$ cat src/design/assert_macros.svh
// Assertion macros used by the top level of the minimizer block
`ifndef ASSERT_MACROS_SVH
`define ASSERT_MACROS_SVH
`ifndef SYNTHESIS
// Same-cycle implication, disabled while reset is asserted
`define ASSERT_IMP(lbl, clk, rst_n, ante, cons) \
	lbl: assert property (@(posedge clk) disable iff (!rst_n) (ante) |-> (cons)) \
		else $error("same-cycle implication failed");
// Next-cycle implication, disabled while reset is asserted
`define ASSERT_NEXT(lbl, clk, rst_n, ante, cons) \
	lbl: assert property (@(posedge clk) disable iff (!rst_n) (ante) |=> (cons)) \
		else $error("next-cycle implication failed");
`else
`define ASSERT_IMP(lbl, clk, rst_n, ante, cons)
`define ASSERT_NEXT(lbl, clk, rst_n, ante, cons)
`endif
`endif

$ cat src/design/ckm_pkg.sv
// Shared types and constants of the canonical k-mer minimizer
`timescale 1ns / 1ps
`default_nettype none
package ckm_pkg;

	// Widths fixed by the register map and the input field
	localparam int CFG_W       = 5;
	localparam int CFG_IDX_W   = 2;
	localparam int BASE_W      = 3;
	localparam int DEF_MAX_SPAN = 31;

	// Base code N; codes from here up restart the window
	localparam logic [BASE_W-1:0] BASE_N = 3'd4;

	// Register indexes
	localparam logic [CFG_IDX_W-1:0] REG_SPAN   = 2'd0;
	localparam logic [CFG_IDX_W-1:0] REG_WEIGHT = 2'd1;
	localparam logic [CFG_IDX_W-1:0] REG_BOTH   = 2'd2;

	// Request queue between front and back
	localparam int QUEUE_DEPTH = 2;

	// Register stages of one hash lane
	localparam int HASH_STAGES = 4;

	// Control part of one request handed from front to back
	typedef struct packed {
		logic             rev;
		logic             both;
		logic [CFG_W-1:0] span;
		logic [CFG_W-1:0] weight;
	} job_ctrl_t;

endpackage
`default_nettype wire

$ cat src/design/ckm_front.sv
// Front end: configuration registers, rolling window and request classification
`timescale 1ns / 1ps
`default_nettype none
module ckm_front #(
	parameter int MAX_SPAN = ckm_pkg::DEF_MAX_SPAN,
	localparam int KW = 2 * MAX_SPAN
) (
	input  wire logic                       clk,
	input  wire logic                       arst_n,
	input  wire logic                       cfg_we,
	input  wire logic [ckm_pkg::CFG_IDX_W-1:0] cfg_index,
	input  wire logic [ckm_pkg::CFG_W-1:0]  cfg_data,
	input  wire logic                       base_valid,
	output logic                            base_ready,
	input  wire logic [ckm_pkg::BASE_W-1:0] base_code,
	input  wire logic                       job_full,
	output logic                            job_push,
	output ckm_pkg::job_ctrl_t              job_ctrl,
	output logic [KW-1:0]                   job_fwd,
	output logic [KW-1:0]                   job_rcv
);
	import ckm_pkg::*;

	localparam int SH_W  = $clog2(KW);
	localparam int BAL_W = 7;
	localparam int MIN_SPAN = 9;
	localparam logic [CFG_W-1:0] RST_SPAN   = 5'd25;
	localparam logic [CFG_W-1:0] RST_WEIGHT = 5'd17;
	localparam logic signed [BAL_W-1:0] STEP_AC   = 7'sd1;
	localparam logic signed [BAL_W-1:0] STEP_GT   = -7'sd1;
	localparam logic signed [BAL_W-1:0] STEP_NONE = 7'sd0;
	localparam logic signed [BAL_W-1:0] REV_LIMIT = 7'sd4;

	// A and C push the balance up, G and T push it down
	function automatic logic signed [BAL_W-1:0] strand_step(input logic [1:0] b);
		return b[1] ? STEP_GT : STEP_AC;
	endfunction

	logic [CFG_W-1:0]        kmer_span_q;
	logic [CFG_W-1:0]        sub_weight_q;
	logic                    both_strands_q;
	logic [KW-1:0]           fwd_q;
	logic [KW-1:0]           rcv_q;
	logic signed [BAL_W-1:0] bal_q;
	logic [CFG_W-1:0]        fill_q;

	logic [CFG_W-1:0]        span_e;
	logic [CFG_W-1:0]        weight_e;
	logic [KW-1:0]           kmask;
	logic [SH_W-1:0]         top_sh;
	logic [KW-1:0]           fwd_sh;
	logic [KW-1:0]           fwd_d;
	logic [KW-1:0]           rcv_d;
	logic [1:0]              b;
	logic [1:0]              leaving;
	logic                    accept;
	logic                    clean;
	logic                    full_now;
	logic signed [BAL_W-1:0] bal_d;
	logic [CFG_W-1:0]        fill_d;

	// Effective span and weight after clamping
	always_comb begin
		span_e = kmer_span_q;
		if (span_e < CFG_W'(MIN_SPAN)) span_e = CFG_W'(MIN_SPAN);
		if (span_e > CFG_W'(MAX_SPAN)) span_e = CFG_W'(MAX_SPAN);
		weight_e = sub_weight_q;
		if (weight_e == '0) weight_e = CFG_W'(1);
		if (weight_e > span_e) weight_e = span_e;
	end

	// Window mask, 2*span low bits
	always_comb begin
		for (int j = 0; j < KW; j++) kmask[j] = (j < 2 * int'(span_e));
	end

	// Rolling update of both strands and the balance
	assign accept   = base_valid & base_ready;
	assign clean    = base_code < BASE_N;
	assign b        = base_code[1:0];
	assign top_sh   = SH_W'({span_e - CFG_W'(1), 1'b0});
	assign fwd_sh   = fwd_q >> top_sh;
	assign leaving  = fwd_sh[1:0];
	assign full_now = fill_q >= span_e;
	assign bal_d    = bal_q + strand_step(b) - (full_now ? strand_step(leaving) : STEP_NONE);
	assign fwd_d    = ((fwd_q << 2) | KW'(b)) & kmask;
	assign rcv_d    = ((rcv_q >> 2) | (KW'(~b) << top_sh)) & kmask;
	assign fill_d   = (fill_q < span_e) ? fill_q + CFG_W'(1) : fill_q;

	// Handshake and request out
	assign base_ready      = ~job_full;
	assign job_push        = accept & clean & (fill_d >= span_e);
	assign job_ctrl.rev    = bal_d >= REV_LIMIT;
	assign job_ctrl.both   = both_strands_q;
	assign job_ctrl.span   = span_e;
	assign job_ctrl.weight = weight_e;
	assign job_fwd         = fwd_d;
	assign job_rcv         = rcv_d;

	// Configuration registers
	always_ff @(posedge clk or negedge arst_n) begin
		if (!arst_n) begin
			kmer_span_q    <= RST_SPAN;
			sub_weight_q   <= RST_WEIGHT;
			both_strands_q <= 1'b0;
		end else if (cfg_we) begin
			case (cfg_index)
				REG_SPAN:   kmer_span_q    <= cfg_data;
				REG_WEIGHT: sub_weight_q   <= cfg_data;
				REG_BOTH:   both_strands_q <= cfg_data[0];
				default:    ;
			endcase
		end
	end

	// Window state; a span write or an N restarts it
	always_ff @(posedge clk or negedge arst_n) begin
		if (!arst_n) begin
			fwd_q  <= '0;
			rcv_q  <= '0;
			bal_q  <= STEP_NONE;
			fill_q <= '0;
		end else if (cfg_we && cfg_index == REG_SPAN) begin
			fwd_q  <= '0;
			rcv_q  <= '0;
			bal_q  <= STEP_NONE;
			fill_q <= '0;
		end else if (accept) begin
			if (!clean) begin
				fwd_q  <= '0;
				rcv_q  <= '0;
				bal_q  <= STEP_NONE;
				fill_q <= '0;
			end else begin
				fwd_q  <= fwd_d;
				rcv_q  <= rcv_d;
				bal_q  <= bal_d;
				fill_q <= fill_d;
			end
		end
	end

endmodule
`default_nettype wire

$ cat config.mk
export PLATFORM = sky130hd
export DESIGN_NAME = ckm_front
export DESIGN_NICKNAME = d
export VERILOG_FILES = /design/src/design/assert_macros.svh /design/src/design/ckm_pkg.sv /design/src/design/ckm_front.sv
export SDC_FILE = /design/constraint.sdc
export NUM_CORES = 1
export LEC_CHECK = 0
export ABC_CLOCK_PERIOD_IN_PS = 7150
export BUFFER_PORTS_ARGS = -buffer_cell sky130_fd_sc_hd__buf_2
export CAP_MARGIN = 40
export CORE_MARGIN = 2
export CORE_UTILIZATION = 25
export CTS_CLUSTER_SIZE = 20
export DETAILED_ROUTE_END_ITERATION = 10
export SLEW_MARGIN = 10
export SYNTH_ARGS = -nofsm -noshare
export SYNTH_HDL_FRONTEND = slang
export SYNTH_SLANG_ARGS = --single-unit
$ cat constraint.sdc
create_clock -name clk -period 7.15 [get_ports clk]
set_clock_uncertainty 0.15 [all_clocks]
set_input_delay 1.43 -clock clk [delete_from_list [all_inputs] [get_ports clk]]
set_output_delay 1.43 -clock clk [all_outputs]
set_load 0.05 [all_outputs]
# Word-level counts from Yosys, hierarchy flattened
# Cells that the tools add are included.
# totals
inputBits	15
latchBits	0
ramBits	0
mem_bits_ro	0
output_inout_bits	138
n_memories	0
register_bits	147
# classes
addsub	4
n_eq_ne	2
n_div	0
n_mul	0
shifts	2
n_reduce_logical	7
mux	20
n_bitwise	9
n_lt_le_gt_ge	70
# op_table
cell	n
62-bit two-way mux	6
6-bit less-than comparator (first input constant)	30
62-bit bitwise AND	2
5-bit by 6-bit less-than comparator with 1-bit output (first input constant)	16
2-bit NOT with 62-bit output	1
60-bit by 62-bit OR with 62-bit output	1
62-bit by 2-bit OR with 62-bit output	1
62-bit by 6-bit << shifter with 62-bit output	1
62-bit by 6-bit right shift with 2-bit output	1
4-bit by 6-bit less-than comparator with 1-bit output (first input constant)	8
7-bit two-way mux	6
5-bit two-way mux	8
3-bit by 6-bit less-than comparator with 1-bit output (first input constant)	4
1-bit by 6-bit less-than comparator with 1-bit output (first input constant)	2
2-bit by 6-bit less-than comparator with 1-bit output (first input constant)	2
5-bit greater-or-equal comparator	2
7-bit adder	1
7-bit by 4-bit greater-or-equal comparator with 1-bit output (second input constant)	1
7-bit subtractor	1
2-bit AND reduction	3
5-bit by 1-bit adder with 5-bit output (second input constant)	1
5-bit greater-than comparator	1
5-bit greater-than comparator (second input constant)	1
5-bit logical NOT	1
11 further kinds	13

# Depth between registers and ports, before layout
# logic_depth
word_depth	12
depth_mapped	19

# Least setup slack after synthesis
# No wires, ideal clock.
# synth_path
path_type	reg-to-output
start	reg kmer_span_q[3]
end	out job_ctrl[11] in the netlist's numbering
path_stages_with_launch	20
arrival_time_ps	5274
path_slack_ps	296
required_ps	5570
path_cell_list	dfstp_2 buf_2 buf_1 clkbuf_1 o21a_1 inv_1 ha_1 a21o_1 a21oi_1 o21ai_0 and4_1 fa_1 inv_1 ha_1 a21oi_1 o21bai_1 a2111oi_0 nor3_1 xnor2_1 a21oi_1
# synth_rtl
element	line	source
start: declaration	ckm_front.sv:39	logic [CFG_W-1:0] kmer_span_q;
start signal: assignment	ckm_front.sv:108	REG_SPAN: kmer_span_q <= cfg_data;
end: declaration	ckm_front.sv:18	output ckm_pkg::job_ctrl_t job_ctrl,

==> summary.txt <==
Clocking
  • CTS sink cnt: 144
  • Hold_buf cts: 0
  • Latest clock arrival within the worst-skew pair: 0.44 ns
  • CTS root buf: clkbuf_16
  • CTS tree: built
  • Maximum clock insertion buffer count: 2
  • Reg clk slew, reported paths: 0.06 ns
  • TritonCTS buffer count: 17
  • H-tree Lvls: 4

Routing
  • First DRT Iteration DRCs: 534
  • Via Count: 6516
  • # DRC: 0
  • Post-Route WL: 25.8 mm
  • Wire per inst: 20.5 um
  • Drt pass-1 iters: 5
  • Via density: 5.16
  • Post-DRT Antenna Nets: 0

Logic synthesis
  • Async S/R FF share, synth: 100%
  • Syn Inst Count: 760
  • Cell Area, Synth: 7710 sq um
  • EDFF count, synth: 0
  • Synth area leader: dfrtp_1
  • Avg Inst Size Synth: 10.1 sq um
  • Ys flop type: dfrtp_1
  • Syn_nets: 803
  • Most frequent cell after synthesis: dfrtp_1
  • Sequential fraction of the synthesis area: 46.8%
  • Largest cells by area after synthesis: dfrtp_1 (45%), a22o_1 (12%), ha_1 (3.7%)
  • Yosys warnings: 0
  • Yosys cell types: 58
  • Share of the synthesized area in the top cell type: 45.1%
  • Commonest cells in the netlist: dfrtp_1 (139), a22o_1 (108), clkbuf_1 (76)
  • #FFs+latches synth: 144

Floorplan
  • Die area: 32300 sq um
  • Die height: 180 um
  • Initial Util: 25.3%
  • Core area: 30500 sq um
  • IO Pins: 153
  • Row count: 64
  • Die width: 180 um

Power
  • Pwr Density: 306 nW/um^2
  • Int Pwr: 0.00168 W
  • Psw: 0.00119 W
  • Logic gate share of total power: 36.4%
  • Sw Ratio: 41.5%
  • Clock Power Share: 31.4%
  • P_leak: 4.61 nW
  • Register share of total power: 32.2%
  • Worst IR Drop VDD: 0.293 mV

Timing
  • RSZ-0062 raised after global routing: false
  • Setup TNS: 0 ns
  • Worst-margin pin slew: 0.940 ns
  • Final slew viol count: 0
  • Fmax: 0.147 GHz
  • Rel. slew slack: 36.9%
  • Final min period: 6.82 ns
  • Final Hold Violating Endpoints: 0
  • Setup violators final: 0
  • Tcrit/Tclk final: 95.4%

Critical path
  • Critical path type: reg -> out
  • Worst EP arrival: 5.24 ns
  • Crit path max-delay family: compound AO/OA/AOI/OAI gates
  • CP Data Required Time: 5.57 ns
  • CP Capture Type: primary output
  • Most used cell, CP: a21oi_1
  • Slowest-stage cell, CP: dfstp_2
  • Buf/Inv on CP: 3
  • Max FO, Critical Path: 22
  • CP Launch Type: flop
  • CP peak stage delay: 0.65 ns
  • CP Cell Sequence: inv_2 -> o31ai_4 -> a221oi_1 -> o21a_1 -> o32ai_1 -> and4_2 -> fa_1 -> inv_1 -> ha_1 -> a21oi_1 -> o21bai_1 -> a2111oi_0 -> nor3_1 -> xnor2_1 -> a21oi_1 -> buf_2

Finish
  • Final Core Density: 30.7%
  • Number of fill cells in the layout: 3195
  • Area occupied by multi-input gates: 3620 sq um
  • Final Net Count: 897
  • Antenna Cells: 0
  • Final cell count without fillers: 1263
  • Layout cells sized above 1: 26.8%
  • Reg area: 3610 sq um
  • Area Growth Syn to Fin: 21.3%

Placement
  • Hpwl dp: 18.8 mm
  • PortBufs: 152
  • GPL Wtd Cong: 0.909
  • Cell Count Post-Placement: 1227

Global route
  • Vias in the first global route: 6449
  • Total gr overflow: 0
  • First-pass GRT wire length: 40.1 mm
  • Initial antenna violation count: 0
  • GRT Overall Usage: 16.0%
  • Largest net degree at the start of global routing: 75

Flow run
  • Maxcap violations: 0

Status
  • Status: finished clean

Min path
  • HP Class: reg -> reg
[worst reg2reg max path: stages, from the launching register on]
cell	delay, ns
dfstp_2	0.65
inv_2	0.27
o31ai_4	0.65
a221oi_1	0.10
o21a_1	0.14
o32ai_1	0.39
and4_2	0.40
fa_1	0.43
inv_1	0.07
ha_1	0.25
a21oi_1	0.19
o21bai_1	0.13
a2111oi_0	0.44
nor3_1	0.15
or3_1	0.37
o21ai_0	0.08
[metrics by stage]
stage | worst slack (ns) | instance area [sq um] | hold slack, ns | total power, W
3_3_place_gp | 0.771 | 8680 | 0.313 | 0.00195
6_report | 0.331 | 9360 | 0.329 | 0.00287
2_1_floorplan | 0.296 | 7710 | 0.299 | 0.00168
4_1_cts | 0.0613 | 9320 | 0.334 | 0.00287
3_5_place_dp | 0.637 | 8740 | 0.320 | 0.00196
5_1_grt | 0.0171 | 9360 | 0.358 | 0.00301
[cell type report]
class / instances / share of cell area [%]
multi-input cells: 491 / 38.7
flip-flops and latches: 144 / 38.6
repair buffers: 168 / 9.88
well taps: 396 / 5.29
clock buffers: 20 / 4.77
clock inverters: 12 / 1.44
inverters: 32 / 1.28
[cell usage in the layout (no fill, tap or decap), types with 11 or more instances in the layout]
master,instances
buf_2,152
dfrtp_1,138
a22o_1,108
nor2_1,54
a21oi_1,36
and2_1,35
inv_1,31
nand2_1,28
o21ai_0,23
ha_1,23
a32o_1,18
clkbuf_16,17
mux2_2,13
buf_4,13
nor3_1,12
a211oi_1,11
[final timing paths]
check,slack [ns],endpoint,cells past startpoint,startpoint
worst max-delay path,0.33,job_ctrl[11],16,kmer_span_q[4]
worst min-delay path,0.33,bal_q[5],2,bal_q[5]
worst max register to register,2.21,bal_q[6],15,kmer_span_q[4]
worst min register to register,0.33,bal_q[5],2,bal_q[5]
max in group asynchronous,4.78,kmer_span_q[0],3,arst_n
min in group asynchronous,0.86,rcv_q[2],1,arst_n
[layer usage]
metal | track usage (%) | up-vias | share of wire (%)
li1 | - | 2952 | -
met1 | 21.8 | 3308 | 45
met2 | 24.9 | 239 | 46
met3 | 5.17 | 17 | 7.7
met4 | 3.32 | 0 | 0.99
met5 | 0 | - | 0
[power by group through the flow]
| stage | clock network, W | registers (W) | logic, W |
|---|---|---|---|
| finish | 0.000899 | 0.000922 | 0.00104 |
| global route | 0.000956 | 0.000929 | 0.00112 |
| CTS | 0.000918 | 0.000919 | 0.00104 |
| detailed placement | 0 | 0.000934 | 0.00103 |
| global placement | 0 | 0.000933 | 0.00102 |
| floorplan | 0 | 0.000905 | 0.000780 |
[registers in the layout (all words and copies together) (netlist names)]
register	count
sub_weight_q	5
bal_q	7
fwd_q	61
fill_q	5
both_strands_q	1
rcv_q	60
kmer_span_q	5
[repair_timing]
| item | CTS | global route |
|---|---|---|
| setup endpoints to repair | 0 | 1 |
| setup buffers | 0 | 4 |
| resized for setup | 0 | 4 |
[kinds of logic after synthesis]
group | after synthesis | synth area share, %
AND/OR/NAND/NOR | 173 | 11.2
AO/OA/AOI/OAI | 263 | 26.9
multiplexers | 17 | 2.42
XOR/XNOR | 10 | 1.14
adder cells (fa/ha/maj) | 28 | 5.03
buffers and inverters | 125 | 6.49
flip-flops | 144 | 46.8
(Power assumes the default switching activity.)
