**src/design/assert_macros.svh**
```systemverilog
// Assertion macros used by the top level of the minimizer block
`ifndef ASSERT_MACROS_SVH
`define ASSERT_MACROS_SVH
`ifndef SYNTHESIS
// Same-cycle implication, disabled while reset is asserted
`define ASSERT_IMP(lbl, clk, rst_n, ante, cons) \
	lbl: assert property (@(posedge clk) disable iff (!rst_n) (ante) |-> (cons)) \
		else $error("same-cycle implication failed");
// Next-cycle implication, disabled while reset is asserted
`define ASSERT_NEXT(lbl, clk, rst_n, ante, cons) \
	lbl: assert property (@(posedge clk) disable iff (!rst_n) (ante) |=> (cons)) \
		else $error("next-cycle implication failed");
`else
`define ASSERT_IMP(lbl, clk, rst_n, ante, cons)
`define ASSERT_NEXT(lbl, clk, rst_n, ante, cons)
`endif
`endif

```
**src/design/ckm_pkg.sv**
```systemverilog
// Shared types and constants of the canonical k-mer minimizer
`timescale 1ns / 1ps
`default_nettype none
package ckm_pkg;

	// Widths fixed by the register map and the input field
	localparam int CFG_W       = 5;
	localparam int CFG_IDX_W   = 2;
	localparam int BASE_W      = 3;
	localparam int DEF_MAX_SPAN = 31;

	// Base code N; codes from here up restart the window
	localparam logic [BASE_W-1:0] BASE_N = 3'd4;

	// Register indexes
	localparam logic [CFG_IDX_W-1:0] REG_SPAN   = 2'd0;
	localparam logic [CFG_IDX_W-1:0] REG_WEIGHT = 2'd1;
	localparam logic [CFG_IDX_W-1:0] REG_BOTH   = 2'd2;

	// Request queue between front and back
	localparam int QUEUE_DEPTH = 2;

	// Register stages of one hash lane
	localparam int HASH_STAGES = 4;

	// Control part of one request handed from front to back
	typedef struct packed {
		logic             rev;
		logic             both;
		logic [CFG_W-1:0] span;
		logic [CFG_W-1:0] weight;
	} job_ctrl_t;

endpackage
`default_nettype wire

```
**src/design/ckm_queue.sv**
```systemverilog
// Short request queue between the front end and the hash back end
`timescale 1ns / 1ps
`default_nettype none
module ckm_queue #(
	parameter int W = 8
) (
	input  wire logic         clk,
	input  wire logic         arst_n,
	input  wire logic         push,
	input  wire logic [W-1:0] push_data,
	output logic              full,
	input  wire logic         pop,
	output logic              pop_valid,
	output logic [W-1:0]      pop_data
);
	import ckm_pkg::*;

	localparam int PW = $clog2(QUEUE_DEPTH);

	logic [W-1:0]  mem_q [QUEUE_DEPTH];
	logic [PW-1:0] wr_q;
	logic [PW-1:0] rd_q;
	logic [PW:0]   cnt_q;

	assign full      = cnt_q == (PW + 1)'(QUEUE_DEPTH);
	assign pop_valid = cnt_q != '0;
	assign pop_data  = mem_q[rd_q];

	// Storage
	always_ff @(posedge clk) begin
		if (push) mem_q[wr_q] <= push_data;
	end

	// Pointers and fill level
	always_ff @(posedge clk or negedge arst_n) begin
		if (!arst_n) begin
			wr_q  <= '0;
			rd_q  <= '0;
			cnt_q <= '0;
		end else begin
			if (push) wr_q <= (wr_q == PW'(QUEUE_DEPTH - 1)) ? '0 : wr_q + PW'(1);
			if (pop)  rd_q <= (rd_q == PW'(QUEUE_DEPTH - 1)) ? '0 : rd_q + PW'(1);
			case ({push, pop})
				2'b10:   cnt_q <= cnt_q + (PW + 1)'(1);
				2'b01:   cnt_q <= cnt_q - (PW + 1)'(1);
				default: ;
			endcase
		end
	end

endmodule
`default_nettype wire

```
**config.mk**
```make
export PLATFORM = sky130hd
export DESIGN_NAME = ckm_queue
export DESIGN_NICKNAME = d
export VERILOG_FILES = /design/src/design/assert_macros.svh /design/src/design/ckm_pkg.sv /design/src/design/ckm_queue.sv
export SDC_FILE = /design/constraint.sdc
export NUM_CORES = 1
export LEC_CHECK = 0
export ABC_AREA = 1
export BUFFER_PORTS_ARGS = -buffer_cell sky130_fd_sc_hd__buf_2
export CAP_MARGIN = 20
export CORE_MARGIN = 10
export CORE_UTILIZATION = 44
export CTS_CLUSTER_SIZE = 30
export DETAILED_ROUTE_END_ITERATION = 10
export HOLD_SLACK_MARGIN = 0.15
export PLACE_DENSITY = 0.73
export RECOVER_POWER = 100
export SLEW_MARGIN = 20
export SYNTH_ARGS = -nofsm -noshare
export SYNTH_HDL_FRONTEND = slang
export SYNTH_SLANG_ARGS = --single-unit
```
**constraint.sdc**
```tcl
create_clock -name clk -period 1.1 [get_ports clk]
set_input_delay 0.055 -clock clk [delete_from_list [all_inputs] [get_ports clk]]
set_output_delay 0.055 -clock clk [all_outputs]
set_load 0.05 [all_outputs]
```
=== Word level (Yosys, flattened, before mapping) ===
Memories as Yosys holds them, arrays and structs flattened.
Index checks and enable logic that the tools add are counted.

* Register bits: 4
* Latch bits: 0
* Logic and storage cells: 18
* Memories kept: 1
* Input port bits: 12
* Bits in read-only memories: 0
* Memory bits (writable): 16
* Output and inout port bits: 10

{| class="wikitable"
|+ Memory list
! memory !! words !! width !! rd ports !! clocked after memory_dff !! wr ports !! RTL line !! RTL
|-
| mem_q || 2 || 8 || 1 || 0 || 1 || ckm_queue.sv:20 || <nowiki>logic [W-1:0] mem_q [QUEUE_DEPTH];</nowiki>
|}

* Bitwise operators: 0
* Equality and inequality tests: 3
* Add/sub/neg operators: 4
* Div/mod/pow operators: 0
* Multipliers: 0
* Magnitude comparators: 0
* Shift operators: 0
* Mux-type cells: 5
* Reductions and logical operators: 2

{| class="wikitable"
|+ Operator list
! cell !! count
|-
| $eq A2 B2 Y1 const B || 2
|-
| $mux W1 || 4
|-
| $pmux W2 S2 || 1
|-
| $reduce_bool A2 Y1 || 2
|-
| $add A1 B1 Y1 const B || 2
|-
| $add A2 B1 Y2 const B || 1
|-
| $eq A2 B1 Y1 const B || 1
|-
| $sub A2 B1 Y2 const B || 1
|}

=== Logic depth before layout (Yosys ltp) ===
Gate-level depths: netlist of the first run.

* Depth after elaboration: 2
* Gate-level depth with buffers: 7
* Mapped depth without buffers: 7

=== Least setup slack after synthesis of the first run ===
No wires, ideal clock.

* Path kind: reg-to-output
* Start point: register rd_q
* End point: output port pop_data[1]
* Required time: 1045 ps
* Arrival time: 1591 ps
* Buffers on the path: 1
* Path slack: -546 ps
* Cell stages (with the launch flop): 3
* Path through: dfrtp_1 > buf_6 > o21ai_0

* Word-level cells in the longest chain between the ends: 1

{| class="wikitable"
|+ RTL lines
! element !! RTL line !! RTL
|-
| from (decl) || ckm_queue.sv:22 || <nowiki>logic [PW-1:0] rd_q;</nowiki>
|-
| from (signal assigned) || ckm_queue.sv:42 || <nowiki>if (pop) rd_q <= (rd_q == PW'(QUEUE_DEPTH - 1)) ? '0 : rd_q + PW'(1);</nowiki>
|-
| $mem_v2 Z2 W8 || n/a ||
|-
| to (decl) || ckm_queue.sv:14 || <nowiki>output logic [W-1:0] pop_data</nowiki>
|}

Every way passes these cells.

=== Worst setup path in the final report of the first run ===
* Start point: register rd_q
* End point: output port pop_data[6]

The elaborated chain is that of the path after synthesis.

==> results of run 1 <==
[area by class of cell]
type	instances	area share [%]
timing repair buffer	37	25.3
inverter	14	4.24
clock inverter	1	0.303
tap	25	2.53
clock buffer	3	1.82
sequential	20	46.9
multi-input combinational	30	19.0
[cells by family after synthesis]
family / count (synthesis) / synth area share (%)
XOR/XNOR: 3 / 3.18
AO/OA/AOI/OAI: 8 / 6.21
flip-flops: 20 / 70.3
adder cells (fa/ha/maj): 1 / 1.51
AND/OR/NAND/NOR: 18 / 8.64
buffers and inverters: 16 / 10.2
[through the flow]
| step | worst slack [ns] | power [mW] |
|---|---|---|
| floorplan | -0.164 | 2.37 |
| global placement | 0.101 | 2.59 |
| detailed placement | 0.0842 | 2.63 |
| CTS | -0.123 | 3.36 |
| global route | -0.184 | 3.58 |
| finish | -0.116 | 3.41 |
[power by group through the flow]
stage | registers [mW] | logic [mW] | clock network (mW)
after detailed placement | 1.13 | 1.50 | 0
after floorplan | 1.11 | 1.26 | 0
after global placement | 1.12 | 1.47 | 0
after CTS | 1.13 | 1.89 | 0.342
final | 1.14 | 1.94 | 0.329
after global routing | 1.16 | 2.05 | 0.370
[how the worst max path moves through the flow]
stage | start | end | slack (ns) | cells past startpoint
3_5_place_dp | wr_q$_DFFE_PN0P_ | mem_q[1][2]$_DFFE_PP_ | 0.08 | 2
2_1_floorplan | rd_q$_DFFE_PN0P_ | pop_data[1] | -0.16 | 2
4_1_cts | rd_q$_DFFE_PN0P_ | pop_data[3] | -0.12 | 3
3_3_place_gp | rd_q$_DFFE_PN0P_ | pop_data[3] | 0.10 | 3
5_1_grt | rd_q$_DFFE_PN0P_ | pop_data[7] | -0.18 | 4
6_report | rd_q$_DFFE_PN0P_ | pop_data[6] | -0.12 | 3
[critical path: cells and delay by family (launching register included)]
family | cells | cell delay, ns
flip-flops | 1 | 0.41
AO/OA/AOI/OAI | 1 | 0.14
buffers and inverters | 2 | 0.32
[per-layer routing]
layer  part of all wire [%]  wire, µm
met1                     40       637
met2                     54       868
met3                    4.7        75
met4                   0.75        12
met5                      0         0
[registers in the layout, summed over array words and instances (netlist names)]
name / count
cnt_q: 2
mem_q: 16
rd_q: 1
wr_q: 1
[layout by cell type, fill, tap and decap left out, drive strengths merged]
cell	Yosys	final
buf	2	17
clkbuf	0	11
clkinv	0	1
dfrtp	4	4
dlygate4sd3	0	12
edfxtp	16	16
ha	1	1
inv	14	14
nand2	14	14
nand3	1	1
nand4	1	1
nor2	2	2
o21ai	8	8
xnor2	1	1
xor2	2	2
[repair_timing]
| action | CTS | global route |
|---|---|---|
| setup buffers | 1 | 0 |
| hold buffers | 12 | 1 |
| setup endpoints to repair | 10 | 11 |
| pin swaps | 2 | 3 |
| gates resized for setup | 27 | 8 |
| endpoints found under the hold margin | 23 | 1 |
==> results.yml, run 1 <==
run_status:
  status: "finished, violations left"
  violations: "setup timing"
global_routing:
  antenna_found_initial: 0
  overflow: 0
  grt_pass1_wl_mm: 2.59
  busiest_layer: "met2"
  use_met1_pct: 7.85
  grt_max_degree: 12
  met2_usage_pct: 14.9
  first_global_vias: 602
  track_usage_pct: 7.98
  met3_usage_pct: 2.47
timing:
  setup_violations: 8
  period_share_pct: 111
  finalSetupTns_ns: -0.852
  slew_headroom_pct: 80.2
  clock.fmax_ghz: 0.823
  rsz0062_at_grt: "true"
  worst_slew_pin_slew_ns: 0.296
  whs_ns: 0.259
  min_period_ns: 1.22
  fin_ws_ns: -0.116
  maxSlewViolCount: 0
  clock_skew_ns: 0.00552
  hold_violations: 0
cts:
  clock_latency_ns: 0.28
  cts_tree: "built"
  cts_buffer_depth: 2
  clock_sinks: 20
  h-tree-depth: 1
  path_clk_slew_ns: 0.10
  cts_root_buf: "clkbuf_4"
  cts_made_buffers: 3
setup_path:
  end_kind: "primary output"
  crit_top_cell: "buf_6"
  crit_slowest_cell: "dfrtp_1"
  reg2reg_setup_slack_ns: 0.05
  path_class: "flip-flop to primary output"
  crit_chain: "buf_6 > o21ai_2 > buf_6"
  crit_required_ns: 1.04
  r2r_start: "wr_q$_DFFE_PN0P_"
  startpoint_type: "flip-flop"
  r2r-end: "mem_q[0][5]$_DFFE_PP_"
  cp_max_fo: 9
  reg2reg_depth: 2
  critPathArrivalTime_ns: 1.16
  critPathMaxStageDelay_ns: 0.41
place:
  placed_area_um2: 973
  gp_congestion: 0.711
  io_buffers: 21
  place_hpwl_mm: 1.13
  place_inst: 113
floorplan:
  initial_core_util_pct: 47.3
  die_w_um: 63.3
  fp.dieArea_um2: 4010
  die_h_um: 63.3
  io_pins: 22
  rows: 15
  core_um2: 1750
final_layout:
  layout-drive-gt1-share_pct: 34.3
  fin_nets: 119
  areaGrowthSynthToFinish_pct: 50.0
  post-route-util_pct: 71.0
  multi_input_area_um2: 235
  design_area_um2: 1240
  stdcell_count: 130
  diodes: 0
  final-seq-area_um2: 581
  fillers: 133
detailed_routing:
  drt_iter0_drc: 12
  drc_errors: 0
  viasPerCell: 4.20
  vias: 546
  wl_per_cell_um: 12.3
  first_pass_iters: 4
  wl_mm: 1.59
  ant_nets: 0
logic_synthesis:
  syn_area_per_cell_um2: 12.5
  netlist_instances: 66
  ys_async_sr_fraction_pct: 20.0
  synth-seq-cells: 20
  ys_seq_area_share_pct: 70.3
  synth_top_area_cell: "edfxtp_1"
  netlist.area_leader.share_pct: 58.2
  synth_edf_count: 16
  synth_cell_types: 14
  yosys_warnings: 0
  ys_top_cells_by_count: "edfxtp_1 (16), inv_1 (14), nand2_1 (14), o21ai_0 (5), dfrtp_1 (4)"
  syn-num-nets: 79
  ys.flop_type: "edfxtp_1"
  synth_area_leaders: "edfxtp_1 (58%), dfrtp_1 (12%), inv_1 (6.4%), nand2_1 (6.4%), o21ai_2 (3.2%)"
  synth_most_common_cell: "edfxtp_1"
  synth_area_um2: 826
power_and_ir_drop:
  power_frac_clock_pct: 9.7
  power.leakage_nw: 0.529
  ir_drop_uv: 1650
  pwr-share-comb_pct: 57.0
  p_seq_share_pct: 33.4
  p_int_mw: 1.87
  p_switching_mw: 1.54
  powerDensity_nw_per_um2: 2750
  swShare_pct: 45.1
min_path:
  whs_path_depth: 4
  min-delay-start: "push"
  whs_endpoint: "cnt_q[0]$_DFFE_PN0P_"
  hold_path.class: "input port to flip-flop"
run:
  maxCapViolations: 0
Power figures use the tool's default switching activity.
==> run 2: changes to the inputs <==
--- a/config.mk
+++ b/config.mk
@@ -14,8 +14,8 @@
 export DETAILED_ROUTE_END_ITERATION = 10
 export HOLD_SLACK_MARGIN = 0.15
 export PLACE_DENSITY = 0.73
-export RECOVER_POWER = 100
-export SLEW_MARGIN = 20
+export RECOVER_POWER = 50
+export SETUP_SLACK_MARGIN = 0.15
 export SYNTH_ARGS = -nofsm -noshare
 export SYNTH_HDL_FRONTEND = slang
 export SYNTH_SLANG_ARGS = --single-unit
==> results.yml, run 2 (same netlist as run 1, synthesis figures left out) <==
place:
  io_buffers: 21
  place_hpwl_mm: 1.05
  gp_congestion: 0.695
  placed_area_um2: 990
power_and_ir_drop:
  power_frac_clock_pct: 15.0
  p_seq_share_pct: 29.6
  p_int_mw: 2.25
  ir_drop_uv: 1590
  pwr-share-comb_pct: 55.4
  swShare_pct: 42.4
  power.leakage_nw: 0.573
  p_switching_mw: 1.66
  powerDensity_nw_per_um2: 2920
detailed_routing:
  vias: 608
  wl_per_cell_um: 13.2
  viasPerCell: 4.50
  ant_nets: 0
  drc_errors: 0
  first_pass_iters: 4
  wl_mm: 1.78
  drt_iter0_drc: 11
run_status:
  status: "finished, violations left"
  violations: "setup timing"
cts:
  cts_root_buf: "clkbuf_4"
  clock_sinks: 20
  path_clk_slew_ns: 0.11
  h-tree-depth: 1
  clock_latency_ns: 0.30
  cts_made_buffers: 3
  cts_buffer_depth: 2
  cts_tree: "built"
timing:
  fin_ws_ns: -0.158
  period_share_pct: 114
  min_period_ns: 1.26
  hold_violations: 0
  clock.fmax_ghz: 0.795
  setup_violations: 10
  finalSetupTns_ns: -1.13
  clock_skew_ns: 0.000718
  maxSlewViolCount: 0
  worst_slew_pin_slew_ns: 0.254
  rsz0062_at_grt: "true"
  slew_headroom_pct: 83.0
run:
  maxCapViolations: 0
final_layout:
  fin_nets: 124
  multi_input_area_um2: 250
  layout-drive-gt1-share_pct: 46.4
  fillers: 111
  reg_top3: "mem_q: 16 flops, cnt_q: 2 flops"
  final_common_cell: "edfxtp_1"
  largest_reg_flops: 16
  areaGrowthSynthToFinish_pct: 62.3
  post-route-util_pct: 76.8
  layout_common_cells: "edfxtp_1 (16), dlygate4sd3_1 (13), buf_6 (12), inv_1 (11), nand2_1 (7)"
  diodes: 0
  final-seq-area_um2: 582
  largest_register: "mem_q"
  design_area_um2: 1340
floorplan:
  rows: 15
  initial_core_util_pct: 47.3
  die_h_um: 63.3
  core_um2: 1750
  die_w_um: 63.3
  fp.dieArea_um2: 4010
  io_pins: 22
setup_path:
  reg2reg_depth: 7
  crit_required_ns: 1.04
  reg2reg_setup_slack_ns: 0.04
  cp_max_fo: 8
  critPathArrivalTime_ns: 1.20
  r2r-end: "cnt_q[1]$_DFFE_PN0P_"
  path_class: "flip-flop to primary output"
  r2r_start: "cnt_q[0]$_DFFE_PN0P_"
  end_kind: "primary output"
  startpoint_type: "flip-flop"
global_routing:
  track_usage_pct: 8.63
  antenna_found_initial: 0
  grt_max_degree: 13
  grt_pass1_wl_mm: 2.71
  overflow: 0
  first_global_vias: 658
min_path:
  min-delay-start: "push"
  whs_endpoint: "cnt_q[0]$_DFFE_PN0P_"
  hold_path.class: "input port to flip-flop"
  whs_path_depth: 4
## run 2: cell types whose count changed in the layout (fill, tap and decap cells not counted), sizes merged
cell,change
buf,+7
clkbuf,-3
bufinv,+1
inv,-1
dlygate4sd3,+1
## run 2: final cells by class
type,instances,share of cell area [%]
multi-input combinational,30,18.7
clock buffer,3,1.68
tap,25,2.33
timing repair buffer,42,27.4
clock inverter,1,2.24
inverter,14,4.30
sequential,20,43.4
## run 2: stage by stage
stage          std cells  hold slack [ns]  setup WS (ns)  total power [mW]
6_report             135            0.251         -0.158              3.91
5_1_grt              135            0.275         -0.224              4.10
4_1_cts              134            0.219         -0.158              3.78
3_5_place_dp         112           -0.133         0.0393              2.68
3_3_place_gp         112           -0.132         0.0849              2.64
2_1_floorplan         66           -0.241         0.0826              2.44
## run 2: worst max path at each step
stage,start,end,slack [ns],cells past startpoint
after global placement,wr_q$_DFFE_PN0P_,mem_q[1][3]$_DFFE_PP_,0.08,2
final,rd_q$_DFFE_PN0P_,pop_data[7],-0.16,3
after detailed placement,wr_q$_DFFE_PN0P_,mem_q[1][2]$_DFFE_PP_,0.04,2
after floorplan,rd_q$_DFFE_PN0P_,pop_data[0],0.08,2
after CTS,rd_q$_DFFE_PN0P_,pop_data[7],-0.16,3
after global routing,rd_q$_DFFE_PN0P_,pop_data[2],-0.22,4
## run 2: power groups by stage
stage | registers [mW] | clock network [mW] | logic [mW]
after floorplan | 1.12 | 0 | 1.32
after CTS | 1.13 | 0.608 | 2.03
final | 1.16 | 0.588 | 2.17
after detailed placement | 1.13 | 0 | 1.54
after global placement | 1.13 | 0 | 1.51
after global routing | 1.18 | 0.648 | 2.27
## run 2: critical path, cell delays in order (launching register included)
cell and delay, ns:
dfrtp_1 0.43, buf_6 0.16, o21ai_2 0.13, buf_6 0.17
## run 2: layer usage
metal | global-route usage, % | wire length, µm
met5 | 0 | 0
met4 | 6.56 | 41
met3 | 2.47 | 116
met2 | 16.2 | 1010
met1 | 7.43 | 606
## run 2: what timing repair did
action                                  4_1_cts  5_1_grt
pin swaps                                     8        1
gates cloned                                  1        0
buffers inserted                              4        1
hold endpoints to repair                     23        2
hold buffers                                 13        1
gates resized for setup                      30       12
endpoints found under the setup margin       26       22
==> run 3: changes to the inputs <==
--- a/config.mk
+++ b/config.mk
@@ -14,7 +14,7 @@
 export DETAILED_ROUTE_END_ITERATION = 10
 export HOLD_SLACK_MARGIN = 0.15
 export PLACE_DENSITY = 0.73
-export RECOVER_POWER = 50
+export RECOVER_POWER = 100
 export SETUP_SLACK_MARGIN = 0.15
 export SYNTH_ARGS = -nofsm -noshare
 export SYNTH_HDL_FRONTEND = slang
==> results.yml, run 3 (same netlist as run 1, synthesis figures left out) <==
final_layout:
  largest_register: "mem_q"
  areaGrowthSynthToFinish_pct: 60.2
  layout-drive-gt1-share_pct: 44.5
  stdcell_count: 135
  fin_nets: 124
  post-route-util_pct: 75.8
  design_area_um2: 1320
  reg_top3: "mem_q: 16 flops, cnt_q: 2 flops"
  diodes: 0
  final_common_cell: "edfxtp_1"
  largest_reg_flops: 16
  layout_common_cells: "edfxtp_1 (16), dlygate4sd3_1 (13), inv_1 (12), buf_6 (12), nand2_1 (7)"
timing:
  maxSlewViolCount: 0
  setup_violations: 10
  finalSetupTns_ns: -1.21
  clock.fmax_ghz: 0.795
  period_share_pct: 114
  slew_headroom_pct: 78.6
  rsz0062_at_grt: "true"
  worst_slew_pin_slew_ns: 0.320
  whs_ns: 0.224
  clock_skew_ns: 0.000716
  hold_violations: 0
  min_period_ns: 1.26
  fin_ws_ns: -0.158
place:
  placed_area_um2: 990
  gp_congestion: 0.695
  place_inst: 112
  io_buffers: 21
  place_hpwl_mm: 1.05
global_routing:
  overflow: 0
  grt_max_degree: 13
  grt_pass1_wl_mm: 2.71
  first_global_vias: 658
  antenna_found_initial: 0
  track_usage_pct: 8.63
cts:
  cts_tree: "built"
  clock_latency_ns: 0.30
  path_clk_slew_ns: 0.11
  cts_made_buffers: 3
  clock_sinks: 20
  cts_root_buf: "clkbuf_4"
  cts_buffer_depth: 2
  h-tree-depth: 1
floorplan:
  io_pins: 22
  die_w_um: 63.3
  fp.dieArea_um2: 4010
  initial_core_util_pct: 47.3
  rows: 15
  core_um2: 1750
  die_h_um: 63.3
setup_path:
  startpoint_type: "flip-flop"
  cp_max_fo: 8
  path_class: "flip-flop to primary output"
  crit_family: "flip-flops"
  crit_slowest_cell: "dfrtp_1"
  crit_required_ns: 1.04
  crit_chain: "buf_6 > o21ai_2 > buf_6"
  critPathArrivalTime_ns: 1.20
  crit_top_cell: "buf_6"
  end_kind: "primary output"
  cp_num_buf_inv: 2
  critPathMaxStageDelay_ns: 0.43
run_status:
  violations: "setup timing"
  status: "finished, violations left"
detailed_routing:
  ant_nets: 0
  first_pass_iters: 4
  drc_errors: 0
  vias: 610
  drt_iter0_drc: 13
  wl_mm: 1.78
  wl_per_cell_um: 13.1
  viasPerCell: 4.52
run:
  maxCapViolations: 0
power_and_ir_drop:
  power.leakage_nw: 0.575
  powerDensity_nw_per_um2: 2950
  ir_drop_uv: 1590
min_path:
  hold_path.class: "input port to flip-flop"
-- run 3: layout make-up --
type | instances | area, µm²
clock buffers | 3 | 22.5
clock inverters | 1 | 30.0
multi-input cells | 30 | 238
well taps | 25 | 31.3
repair buffers | 42 | 367
fillers | 114 | 423
flip-flops and latches | 20 | 582
inverters | 14 | 52.6
-- run 3: tightest hold or removal path, cell delays in order --
cell	delay, ns
buf_2	0.11
inv_1	0.10
nor2_4	0.09
-- run 3: final timing paths --
path / cells after the start / to / start / slack, ns
setup / recovery: 3 / pop_data[7] / rd_q$_DFFE_PN0P_ / -0.16
hold / removal: 3 / mem_q[0][0]$_DFFE_PP_ / push / 0.22
setup reg to reg: 2 / mem_q[1][6]$_DFFE_PP_ / wr_q$_DFFE_PN0P_ / 0.03
hold reg to reg: 2 / cnt_q[1]$_DFFE_PN0P_ / cnt_q[1]$_DFFE_PN0P_ / 0.53
max in group asynchronous: 3 / cnt_q[0]$_DFFE_PN0P_ / arst_n / 0.26
min in group asynchronous: 3 / wr_q$_DFFE_PN0P_ / arst_n / 0.65
-- run 3: per-layer routing --
metal	track usage [%]	routed length, µm	vias up
li1	-	-	299
met1	7.43	604	289
met2	16.2	1020	18
met3	2.47	114	4
met4	6.56	41	0
met5	0	0	-
-- run 3: per-stage QoR --
step	worst slack [ns]	total power, mW
after floorplan	0.0826	2.44
after global placement	0.0849	2.64
after detailed placement	0.0393	2.68
after CTS	-0.158	3.78
after global routing	-0.224	4.08
final	-0.158	3.89
-- run 3: where the power goes --
part           total, mW  internal [mW]  switching [mW]  leakage (nW)
logic               2.15          0.845            1.30         0.351
registers           1.16           1.03           0.127         0.196
clock network      0.588          0.369           0.220        0.0279
-- run 3: repair_timing --
| action | CTS | global route |
|---|---|---|
| hold endpoints to repair | 23 | 2 |
| pin swaps | 8 | 1 |
| hold buffers | 13 | 1 |
| setup endpoints to repair | 26 | 22 |
| gates cloned | 1 | 0 |
| resized for setup | 30 | 12 |
| setup buffers | 4 | 1 |
